--- src/hdl/scm_pkg.sv ---
`timescale 1ns / 1ps
// shared constants, field widths and command codes for the size class rebinning block
package scm_pkg;

  // fixed field widths
  localparam int CMD_W      = 2;
  localparam int SLOT_W     = 4;
  localparam int SIZE_W     = 16;
  localparam int MASS_W     = 32;
  localparam int NUM_W      = 4;
  localparam int OUT_TOT_W  = 40;
  localparam int CFG_DATA_W = 5;
  localparam int CFG_ADDR_W = 1;

  // stream payload widths, padded to whole bytes
  localparam int IN_DATA_W  = 56;
  localparam int OUT_DATA_W = 48;

  // defaults of the top level parameters
  localparam int MAX_CLASSES_DEF = 16;
  localparam int TOTAL_BITS_DEF  = 40;

  // command codes carried on the input side band
  typedef enum logic [CMD_W-1:0] {
    CMD_LOAD    = 2'd0,
    CMD_DEPOSIT = 2'd1,
    CMD_CLEAR   = 2'd2,
    CMD_READOUT = 2'd3
  } cmd_e;

  // configuration register indexes
  localparam logic [CFG_ADDR_W-1:0] CFG_SPLIT_MODE = 1'd0;
  localparam logic [CFG_ADDR_W-1:0] CFG_CLASSES    = 1'd1;

endpackage

--- src/hdl/scm_divider.sv ---
`timescale 1ns / 1ps
// serial restoring divider, one quotient bit per cycle
module scm_divider (
  input  logic                       clk_i,
  input  logic                       rst_ni,
  input  logic                       start_i,
  input  logic [scm_pkg::SIZE_W-1:0] hi_i,
  input  logic [scm_pkg::MASS_W-1:0] lo_i,
  input  logic [scm_pkg::SIZE_W-1:0] divisor_i,
  output logic                       done_o,
  output logic [scm_pkg::MASS_W-1:0] quot_o
);

  localparam int CW = $clog2(scm_pkg::MASS_W);

  logic                       busy_q;
  logic [CW-1:0]              cnt_q;
  logic [scm_pkg::SIZE_W-1:0] rem_q;
  logic [scm_pkg::MASS_W-1:0] quo_q;
  logic [scm_pkg::SIZE_W-1:0] div_q;

  logic [scm_pkg::SIZE_W:0]   trial;
  logic [scm_pkg::SIZE_W:0]   trial_sub;
  logic                       take;
  logic [scm_pkg::SIZE_W-1:0] rem_n;
  logic [scm_pkg::MASS_W-1:0] quo_n;

  // remainder stays below the divisor, so the trial fits one extra bit
  assign trial     = {rem_q, quo_q[scm_pkg::MASS_W-1]};
  assign trial_sub = trial - {1'b0, div_q};
  assign take      = (trial >= {1'b0, div_q});
  assign rem_n     = take ? trial_sub[scm_pkg::SIZE_W-1:0] : trial[scm_pkg::SIZE_W-1:0];
  assign quo_n     = {quo_q[scm_pkg::MASS_W-2:0], take};

  assign done_o = busy_q && (cnt_q == CW'(scm_pkg::MASS_W - 1));
  assign quot_o = quo_n;

  always_ff @(posedge clk_i or negedge rst_ni) begin
    if (!rst_ni) begin
      busy_q <= 1'b0;
      cnt_q  <= '0;
      rem_q  <= '0;
      quo_q  <= '0;
      div_q  <= '0;
    end else if (start_i) begin
      busy_q <= 1'b1;
      cnt_q  <= '0;
      rem_q  <= hi_i;
      quo_q  <= lo_i;
      div_q  <= divisor_i;
    end else if (busy_q) begin
      rem_q <= rem_n;
      quo_q <= quo_n;
      cnt_q <= cnt_q + CW'(1);
      if (done_o) begin
        busy_q <= 1'b0;
      end
    end
  end

endmodule

--- src/hdl/size_class_mass_rebinning.sv ---
`timescale 1ns / 1ps
// top level: class size table, saturating class accumulators and command sequencer
// load and clear finish in idle. a deposit scans the classes in use; a proportional
// split then multiplies, runs the serial divider and updates both classes, others
// update one class. a read-out checks size order, then emits the totals in turn,
// held by a busy output. reset is asynchronous active low: split_mode 1, one class
// in use, all totals and saturation marks zero, class sizes undefined until loaded
module size_class_mass_rebinning #(
  parameter int MAX_CLASSES = scm_pkg::MAX_CLASSES_DEF,
  parameter int TOTAL_BITS  = scm_pkg::TOTAL_BITS_DEF
) (
  input  logic                           clk_i,
  input  logic                           rst_ni,
  // configuration write port
  input  logic                           cfg_we_i,
  input  logic [scm_pkg::CFG_ADDR_W-1:0] cfg_addr_i,
  input  logic [scm_pkg::CFG_DATA_W-1:0] cfg_data_i,
  // command items
  input  logic                           s_axis_tvalid,
  output logic                           s_axis_tready,
  // class_slot [3:0], item_size [19:4], item_mass [51:20], zero fill
  input  logic [scm_pkg::IN_DATA_W-1:0]  s_axis_tdata,
  // cmd [1:0]
  input  logic [scm_pkg::CMD_W-1:0]      s_axis_tuser,
  // class total items
  output logic                           m_axis_tvalid,
  input  logic                           m_axis_tready,
  // class_number [3:0], class_total [43:4], total_saturated [44], order_fault [45], zero fill
  output logic [scm_pkg::OUT_DATA_W-1:0] m_axis_tdata,
  // last_total
  output logic                           m_axis_tlast
);

  localparam int IDXW  = $clog2(MAX_CLASSES);
  localparam int CNTW  = $clog2(MAX_CLASSES + 1);
  localparam int ENTW  = TOTAL_BITS + 1;
  localparam int SW    = scm_pkg::SIZE_W;
  localparam int MW    = scm_pkg::MASS_W;
  localparam int PRODW = SW + MW;

  typedef enum logic [3:0] {
    ST_IDLE,
    ST_SCAN,
    ST_MUL,
    ST_DIVGO,
    ST_DIVWAIT,
    ST_ADD_RD,
    ST_ADD_WR,
    ST_RO_RD,
    ST_RO_OUT
  } state_e;

  state_e state_q;

  // configuration
  logic                           split_mode_q;
  logic [scm_pkg::CFG_DATA_W-1:0] classes_q;

  // latched command item
  scm_pkg::cmd_e   cmd_q;
  logic [SW-1:0]   size_q;
  logic [MW-1:0]   mass_q;
  logic [CNTW-1:0] n_q;

  // scan pipeline: k_q issues reads, pi_q is the entry whose size sits in size_rd_q
  logic [CNTW-1:0] k_q;
  logic            pv_q;
  logic [IDXW-1:0] pi_q;
  logic [SW-1:0]   prev_q;
  logic [SW:0]     best_d_q;
  logic [IDXW-1:0] best_idx_q;
  logic            fault_q;

  // proportional split operands
  logic [SW-1:0]    up_q;
  logic [SW-1:0]    range_q;
  logic [IDXW-1:0]  j_q;
  logic [PRODW-1:0] prod_q;

  // accumulator updates, at most two per deposit
  logic [IDXW-1:0] add_idx_q;
  logic [MW-1:0]   add_amt_q;
  logic            add2_pend_q;
  logic [IDXW-1:0] add2_idx_q;
  logic [MW-1:0]   add2_amt_q;

  // read-out and output register
  logic [IDXW-1:0]             ro_i_q;
  logic                        m_valid_q;
  logic [scm_pkg::NUM_W-1:0]   m_num_q;
  logic [scm_pkg::OUT_TOT_W-1:0] m_total_q;
  logic                        m_sat_q;
  logic                        m_fault_q;
  logic                        m_last_q;

  // memories and the per entry valid bits of the totals
  logic [SW-1:0]          size_mem [MAX_CLASSES];
  logic [SW-1:0]          size_rd_q;
  logic [ENTW-1:0]        tot_mem [MAX_CLASSES];
  logic [ENTW-1:0]        tot_rd_q;
  logic                   tot_rdv_q;
  logic [MAX_CLASSES-1:0] tot_vld_q;

  // input field unpacking
  logic [scm_pkg::SLOT_W-1:0] in_slot;
  logic [SW-1:0]              in_size;
  logic [MW-1:0]              in_mass;
  scm_pkg::cmd_e              in_cmd;
  logic                       s_acc;
  logic                       load_we;
  logic [CNTW-1:0]            n_eff;

  assign in_slot = s_axis_tdata[3:0];
  assign in_size = s_axis_tdata[19:4];
  assign in_mass = s_axis_tdata[51:20];
  assign in_cmd  = scm_pkg::cmd_e'(s_axis_tuser);

  assign s_axis_tready = (state_q == ST_IDLE);
  assign s_acc         = s_axis_tvalid && s_axis_tready;
  // slots beyond the table are dropped
  assign load_we       = s_acc && (in_cmd == scm_pkg::CMD_LOAD)
                         && (int'(in_slot) < MAX_CLASSES);

  // class count clamped into 1..MAX_CLASSES
  always_comb begin
    if (classes_q == '0) begin
      n_eff = CNTW'(1);
    end else if (int'(classes_q) > MAX_CLASSES) begin
      n_eff = CNTW'(MAX_CLASSES);
    end else begin
      n_eff = CNTW'(classes_q);
    end
  end

  // size table: written by loads, read one entry a cycle by the scan
  logic [IDXW-1:0] size_raddr;
  assign size_raddr = k_q[IDXW-1:0];

  always_ff @(posedge clk_i) begin
    if (load_we) begin
      size_mem[IDXW'(in_slot)] <= in_size;
    end
    size_rd_q <= size_mem[size_raddr];
  end

  // scan compare unit, shared by nearest search, split search and order check
  logic [SW-1:0] diff;
  logic          better;
  logic          ge;
  logic          last_proc;

  assign ge        = (size_rd_q >= size_q);
  assign diff      = ge ? (size_rd_q - size_q) : (size_q - size_rd_q);
  assign better    = ({1'b0, diff} < best_d_q);
  assign last_proc = ((CNTW'(pi_q) + CNTW'(1)) == n_q);

  // split product, registered before the divider takes it
  logic [PRODW-1:0] prod;
  assign prod = PRODW'(mass_q) * PRODW'(up_q);

  // the high part of the product is below the range, so the quotient fits the mass width
  logic          div_start;
  logic          div_done;
  logic [MW-1:0] div_quot;

  assign div_start = (state_q == ST_DIVGO);

  scm_divider u_div (
    .clk_i     (clk_i),
    .rst_ni    (rst_ni),
    .start_i   (div_start),
    .hi_i      (prod_q[PRODW-1:MW]),
    .lo_i      (prod_q[MW-1:0]),
    .divisor_i (range_q),
    .done_o    (div_done),
    .quot_o    (div_quot)
  );

  // totals memory: read-modify-write for deposits, plain reads for read-out
  logic [IDXW-1:0]       tot_raddr;
  logic [TOTAL_BITS-1:0] cur_total;
  logic                  cur_mark;
  logic [TOTAL_BITS:0]   sum;
  logic [TOTAL_BITS-1:0] new_total;
  logic                  new_mark;
  logic                  tot_we;

  assign tot_raddr = ((state_q == ST_RO_RD) || (state_q == ST_RO_OUT)) ? ro_i_q : add_idx_q;

  // an entry never written since the last clear reads as zero
  assign cur_total = tot_rdv_q ? tot_rd_q[TOTAL_BITS-1:0] : '0;
  assign cur_mark  = tot_rdv_q & tot_rd_q[TOTAL_BITS];
  assign sum       = {1'b0, cur_total} + (TOTAL_BITS + 1)'(add_amt_q);
  // saturate on carry out, mark also when the maximum is hit exactly
  assign new_total = sum[TOTAL_BITS] ? '1 : sum[TOTAL_BITS-1:0];
  assign new_mark  = cur_mark | (&new_total);
  assign tot_we    = (state_q == ST_ADD_WR);

  always_ff @(posedge clk_i) begin
    if (tot_we) begin
      tot_mem[add_idx_q] <= {new_mark, new_total};
    end
    tot_rd_q  <= tot_mem[tot_raddr];
    tot_rdv_q <= tot_vld_q[tot_raddr];
  end

  // sequencer with config registers and output register
  always_ff @(posedge clk_i or negedge rst_ni) begin
    if (!rst_ni) begin
      state_q      <= ST_IDLE;
      split_mode_q <= 1'b1;
      classes_q    <= scm_pkg::CFG_DATA_W'(1);
      cmd_q        <= scm_pkg::CMD_LOAD;
      size_q       <= '0;
      mass_q       <= '0;
      n_q          <= CNTW'(1);
      k_q          <= '0;
      pv_q         <= 1'b0;
      pi_q         <= '0;
      prev_q       <= '0;
      best_d_q     <= '1;
      best_idx_q   <= '0;
      fault_q      <= 1'b0;
      up_q         <= '0;
      range_q      <= '0;
      j_q          <= '0;
      prod_q       <= '0;
      add_idx_q    <= '0;
      add_amt_q    <= '0;
      add2_pend_q  <= 1'b0;
      add2_idx_q   <= '0;
      add2_amt_q   <= '0;
      ro_i_q       <= '0;
      m_valid_q    <= 1'b0;
      m_num_q      <= '0;
      m_total_q    <= '0;
      m_sat_q      <= 1'b0;
      m_fault_q    <= 1'b0;
      m_last_q     <= 1'b0;
      tot_vld_q    <= '0;
    end else begin
      if (cfg_we_i) begin
        case (cfg_addr_i)
          scm_pkg::CFG_SPLIT_MODE: split_mode_q <= cfg_data_i[0];
          scm_pkg::CFG_CLASSES:    classes_q    <= cfg_data_i;
          default: ;
        endcase
      end

      // output item taken downstream; a new load below overrides
      if (m_valid_q && m_axis_tready) begin
        m_valid_q <= 1'b0;
      end

      case (state_q)
        ST_IDLE: begin
          if (s_acc) begin
            cmd_q  <= in_cmd;
            size_q <= in_size;
            mass_q <= in_mass;
            n_q    <= n_eff;
            case (in_cmd)
              scm_pkg::CMD_DEPOSIT: begin
                k_q      <= '0;
                pv_q     <= 1'b0;
                best_d_q <= '1;
                state_q  <= ST_SCAN;
              end
              scm_pkg::CMD_CLEAR: begin
                tot_vld_q <= '0;
              end
              scm_pkg::CMD_READOUT: begin
                k_q     <= '0;
                pv_q    <= 1'b0;
                fault_q <= 1'b0;
                state_q <= ST_SCAN;
              end
              default: ;
            endcase
          end
        end

        ST_SCAN: begin
          // issue the next size read while the previous one is checked
          if (k_q < n_q) begin
            k_q  <= k_q + CNTW'(1);
            pv_q <= 1'b1;
          end else begin
            pv_q <= 1'b0;
          end
          pi_q <= k_q[IDXW-1:0];

          if (pv_q) begin
            prev_q <= size_rd_q;
            case (cmd_q)
              scm_pkg::CMD_READOUT: begin
                // sizes must rise strictly
                if ((pi_q != '0) && (size_rd_q <= prev_q)) begin
                  fault_q <= 1'b1;
                end
                if (last_proc) begin
                  ro_i_q  <= '0;
                  state_q <= ST_RO_RD;
                end
              end
              scm_pkg::CMD_DEPOSIT: begin
                if (!split_mode_q) begin
                  // nearest class, strict compare keeps the lowest index on a tie
                  if (better) begin
                    best_d_q   <= {1'b0, diff};
                    best_idx_q <= pi_q;
                  end
                  if (last_proc) begin
                    add_idx_q   <= better ? pi_q : best_idx_q;
                    add_amt_q   <= mass_q;
                    add2_pend_q <= 1'b0;
                    state_q     <= ST_ADD_RD;
                  end
                end else if (ge) begin
                  // first class at or above the size
                  if ((pi_q == '0) || (size_rd_q == size_q)) begin
                    add_idx_q   <= pi_q;
                    add_amt_q   <= mass_q;
                    add2_pend_q <= 1'b0;
                    state_q     <= ST_ADD_RD;
                  end else begin
                    up_q    <= size_rd_q - size_q;
                    range_q <= size_rd_q - prev_q;
                    j_q     <= pi_q;
                    state_q <= ST_MUL;
                  end
                end else if (last_proc) begin
                  // above the whole table: end class takes all
                  add_idx_q   <= pi_q;
                  add_amt_q   <= mass_q;
                  add2_pend_q <= 1'b0;
                  state_q     <= ST_ADD_RD;
                end
              end
              default: state_q <= ST_IDLE;
            endcase
          end
        end

        ST_MUL: begin
          prod_q  <= prod;
          state_q <= ST_DIVGO;
        end

        ST_DIVGO: begin
          state_q <= ST_DIVWAIT;
        end

        ST_DIVWAIT: begin
          if (div_done) begin
            // lower class gets the floored share, upper class the rest
            add_idx_q   <= j_q - IDXW'(1);
            add_amt_q   <= div_quot;
            add2_pend_q <= 1'b1;
            add2_idx_q  <= j_q;
            add2_amt_q  <= mass_q - div_quot;
            state_q     <= ST_ADD_RD;
          end
        end

        ST_ADD_RD: begin
          state_q <= ST_ADD_WR;
        end

        ST_ADD_WR: begin
          tot_vld_q[add_idx_q] <= 1'b1;
          if (add2_pend_q) begin
            add_idx_q   <= add2_idx_q;
            add_amt_q   <= add2_amt_q;
            add2_pend_q <= 1'b0;
            state_q     <= ST_ADD_RD;
          end else begin
            state_q <= ST_IDLE;
          end
        end

        ST_RO_RD: begin
          state_q <= ST_RO_OUT;
        end

        ST_RO_OUT: begin
          // load the output register once it is free
          if (!m_valid_q || m_axis_tready) begin
            m_valid_q <= 1'b1;
            m_num_q   <= scm_pkg::NUM_W'(ro_i_q);
            m_total_q <= scm_pkg::OUT_TOT_W'(cur_total);
            m_sat_q   <= cur_mark;
            m_fault_q <= fault_q;
            m_last_q  <= last_ro;
            if (last_ro) begin
              state_q <= ST_IDLE;
            end else begin
              ro_i_q  <= ro_i_q + IDXW'(1);
              state_q <= ST_RO_RD;
            end
          end
        end

        default: state_q <= ST_IDLE;
      endcase
    end
  end

  // final class of a read-out
  logic last_ro;
  assign last_ro = ((CNTW'(ro_i_q) + CNTW'(1)) == n_q);

  assign m_axis_tvalid = m_valid_q;
  assign m_axis_tdata  = {2'b00, m_fault_q, m_sat_q, m_total_q, m_num_q};
  assign m_axis_tlast  = m_last_q;

endmodule

--- config.mk ---
export PLATFORM = sky130hd
export DESIGN_NAME = size_class_mass_rebinning
export DESIGN_NICKNAME = d
export VERILOG_FILES = /design/src/hdl/scm_pkg.sv /design/src/hdl/scm_divider.sv /design/src/hdl/size_class_mass_rebinning.sv
export SDC_FILE = /design/constraint.sdc
export NUM_CORES = 2
export LEC_CHECK = 0
export BUFFER_PORTS_ARGS = -buffer_cell sky130_fd_sc_hd__buf_2
export CAP_MARGIN = 20
export CORE_MARGIN = 2
export CORE_UTILIZATION = 35
export DETAILED_ROUTE_END_ITERATION = 16
export PLACE_DENSITY = 0.59
export RECOVER_POWER = 100
export SYNTH_ARGS = -nofsm -noshare
export SYNTH_HDL_FRONTEND = slang
export SYNTH_SLANG_ARGS = --single-unit
--- constraint.sdc ---
create_clock -name clk_i -period 7.4 [get_ports clk_i]
set_clock_uncertainty 0.2 [all_clocks]
set_input_delay 1.11 -clock clk_i [delete_from_list [all_inputs] [get_ports clk_i]]
set_output_delay 1.11 -clock clk_i [all_outputs]
set_load 0.02 [all_outputs]
==> summary.txt <==
Synth
  • Yosys top cell area share: roughly 36%
  • Synthesized instance count: ~6500
  • Leading register cell type out of synthesis: edfxtp_1
  • Async set-reset flop share out of synthesis: around 30%
  • Most frequent cells after synthesis: edfxtp_1 (912), nand2_1 (779), inv_1 (608), fa_1 (424), dfrtp_1 (388)
  • Largest cells by area after synthesis: edfxtp_1 (36%), dfrtp_1 (13%), fa_1 (11%)
  • Sequential fraction of the synthesis area: ~50%
  • Register bit count reported by yosys: ~1400
  • EDFF count, synth: 912
  • Yosys warning count: 0
  • Cell accounting for the most synthesized area: edfxtp_1
  • Count of different cell masters after synthesis: 87
  • Post-synthesis average cell area: ~12 sq um
  • Syn Std Cell Area: 0.07703 sq mm
  • Cell with the most instances after synthesis: edfxtp_1

STA
  • Fin Setup TNS: 0 ps
  • Shortest period the worst path allows: between 7000 and 8000 ps
  • Worst hold slack: approximately 260 ps
  • Setup-violating endpoint count in the final report: 0
  • Period utilisation layout: between 90 and 100%
  • Worst max-slew margin expressed relative to the limit: -297.4%
  • Max Transition Viols Final: between 1500 and 2000
  • Measured slew at the worst slew-check pin: between 5000 and 6000 ps
  • Achievable Freq: ~0.14 GHz
  • Final number of hold-violating endpoints: 0
  • RSZ-0062 raised after global routing: no

Status
  • Failing checks: max-capacitance violations, max-slew violations
  • Run status: complete, but fails checks

Detailed routing
  • Total DRC errors in the routed layout: 0
  • Routed met1 length: 92900 microns
  • Total vias in the final route: just over 50000
  • Routed wire length: about 200000 microns
  • Uppermost layer routed: met5
  • Length of routed met3 wiring: about 12000 microns
  • Detailed-routing iteration count for the pre-antenna-repair pass: 9
  • Routed met2 length: approximately 95000 microns
  • Count of routing violations after the opening detailed-route iteration: about 4500
  • Via/cell ratio: about 5.2
  • Wire per inst: 21.24 microns
  • Detail Route Antenna Nets: 0

Power
  • Max IR drop VDD: 0.3058 mV
  • Cell leakage power: approximately 34 nW
  • Clock Power Share: between 20% and 30%
  • Power per standard cell area: 414.0 mW/mm^2
  • Sequential Power Share: between 30% and 40%
  • Gate power share: ~47%
  • Switching part of the total power: a little over two fifths
  • Internal power summed over all cells: between 0.02 and 0.025 W
  • Total net switching power: 0.01494 W

Floorplanning
  • # rows: roughly 170
  • Area of the die: ~0.22 sq mm
  • Overall die height: 473.1 microns
  • I/O pin total: 120
  • Starting Density: a little over a third
  • Area inside the core boundary: approximately 0.22 sq mm
  • Floorplan die width: between 400 and 500 microns

Worst setup path
  • Source of the worst register-to-register timing path: tot_rdv_q
  • Setup slack, reg-to-reg: between 200 and 300 ps
  • Largest fanout on the critical path: 37
  • Slowest Stage Delay on Critical Path: 1640 ps
  • Cell with the biggest individual delay on the critical path: clkbuf_1
  • Worst path cell trace: clkbuf_1, and2_0, ha_1, and3_4, a31o_1, or2_4, o2111ai_1, and3_1, nor3_1, a21oi_1, clkbuf_2, nand2_1
  • Worst Reg-to-Reg Cells: 12
  • Worst reg2reg endpoint: tot_mem[1][8]
  • Data required, critical path: between 7000 and 8000 ps
  • Crit path DAT: 7290 ps
  • Count of buffering cells on the critical path with inverters included: 2
  • Cell class contributing the biggest share of worst-path delay: buffers and inverters
  • Startpoint types: register
  • Critical path capture point type: register
  • Class of the most critical setup path: reg2reg

GRT
  • Aggregate global-route resource usage: ~18%
  • Number of antenna violations at the first check in global routing: 9
  • Vias in the first global route: around 51000
  • Global-route congestion overflow total: 0
  • Pin count of the biggest net entering global routing: 210
  • First-pass GRT wire length: 315500 microns

CTS
  • Number of buffers added by the clock tree synthesis step: between 100 and 150
  • Hold buffer count at cts: 0
  • Clock transition at the registers of the reported paths: roughly 60 ps
  • Number of buffers on the longest clock path: 3
  • Number of clock sinks: roughly 1400
  • Clock root buffer master: clkbuf_16
  • TritonCTS clock tree: yes
  • H-tree depth reported by CTS: 4
  • Clock latency reported for the late side of the worst-skew pair: between 800 and 900 ps

Min path
  • Hold-critical path endpoint: best_d_q[16]
  • Hold path startpoint: best_d_q[16]
  • Worst Hold Path Cells: 2
  • Classification of the worst-slack hold path: reg2reg

Placed design
  • Detailed placement HPWL: ~140000 microns
  • Port-buffer cells: 113
  • Routability cong.: 0.8712
  • Placed instance count: 9365

Finish
  • Share of layout cells above drive strength 1: approximately a tenth
  • Register cell area after layout: 0.03880 sq mm
  • Total Nets Final: 7419
  • Layout-stage area growth over the synthesis result: 12.35%
  • Finished Layout Cells: 9651
  • Fill cell count: about 21000
  • Area of the multi-input gates: 0.03464 sq mm

Job
  • Number of max-capacitance violations reported: between 40 and 50
logic make-up after synthesis:
family          after synthesis  share of synthesized area [%]
simple gates               1629                          10.21
flops                      1378                          50.35
compound gates             1327                          11.09
buf+inv                     977                          4.863
fa+ha+maj                   696                          15.44
mux                         373                          6.244
xor+xnor                    159                          1.808
other cells                   1                       0.004868
worst register-to-register path: cells and delay by family (launching register included):
kind / cells / cell delay [ps]
adder cells (fa/ha/maj): 1 / 380
AO/OA/AOI/OAI: 3 / 940
flip-flops: 1 / 610
AND/OR/NAND/NOR: 6 / 2100
buffers and inverters: 2 / 2420
sequential cells by signal (all words and copies together), names as in the netlist, 5 cells and up:
signal       count
tot_rd_q        41
size_rd_q       16
u_div.cnt_q      5
u_div.rem_q     16
prod_q          48
m_total_q       40
size_q          16
tot_vld_q       16
u_div.div_q     16
n_q              5
range_q         16
k_q              5
classes_q        5
tot_mem        656
up_q            16
add_amt_q       32
u_div.quo_q     32
mass_q          32
size_mem       256
add2_amt_q      32
best_d_q        17
prev_q          16
routing by layer:
metal	vias up	GRT usage, %
met4	4	4.854
met1	25780	26.00
met5	-	0
met2	1385	29.23
li1	23170	-
met3	274	2.575
repair_timing:
action | 4_1_cts | 5_1_grt
resized for setup | 0 | 26
setup endpoints to repair | 0 | 14
buffers inserted | 0 | 4
worst max-delay path by stage:
| stage | to | cells after the start | startpoint |
|---|---|---|---|
| 3_5_place_dp | prod_q[39] | 26 | mass_q[12] |
| 5_1_grt | tot_mem[7][40] | 15 | tot_rdv_q |
| 3_3_place_gp | prod_q[39] | 25 | mass_q[9] |
| 4_1_cts | prod_q[39] | 26 | mass_q[12] |
| 6_report | tot_mem[1][8] | 12 | tot_rdv_q |
| 2_1_floorplan | prod_q[44] | 25 | mass_q[29] |
layout by cell type, fill, tap and decap left out, types with 18 or more instances in the layout:
master,count
nor2b_1,195
o21bai_1,19
a31oi_1,25
o21a_1,23
nand2_1,779
inv_1,608
a222oi_1,32
nand2b_1,28
buf_4,137
dfxtp_1,57
nand4_1,29
fa_1,424
nor3_1,47
a21oi_1,334
clkbuf_16,150
nand3_1,50
buf_2,46
a211oi_1,311
and3_1,34
o21ai_0,311
edfxtp_1,912
and2_1,248
a21o_1,92
mux2_2,58
ha_1,271
clkbuf_1,166
o2bb2ai_1,32
dfstp_2,20
nor2_1,127
dfrtp_1,374
clkinv_2,19
o211ai_1,18
mux2i_1,233
xnor2_1,86
xor2_1,73
mux4_2,80
power by group through the flow:
stage	Combinational, W	Clock (W)	Sequential [W]
6_report	0.0170	0.00774	0.0111
5_1_grt	0.0189	0.00820	0.0112
4_1_cts	0.0170	0.00791	0.0111
3_5_place_dp	0.0168	0	0.0112
3_3_place_gp	0.0166	0	0.0112
2_1_floorplan	0.0117	0	0.0107
layout make-up:
class	instances	share of cell area, %
antenna	3	0.008675
clock buffer	204	4.709
clock inverter	70	1.246
inverter	608	2.637
multi-input combinational	4186	40.02
sequential	1378	44.84
tap	2871	4.151
timing repair buffer	331	2.387
per-stage QoR:
stage | setup WS, ps | cell area, sq um | util (%) | power (W)
after global placement | 92.75 | 81740 | 37.28 | 0.02777
after floorplan | 602.9 | 77030 | - | 0.02239
after global routing | 16.95 | 86530 | 39.46 | 0.03831
after detailed placement | 64.41 | 81740 | 37.28 | 0.02801
after CTS | 28.91 | 86900 | 39.63 | 0.03596
final | 259.5 | 86540 | 39.46 | 0.03583
Note: power is estimated with default switching activity, not from simulation.
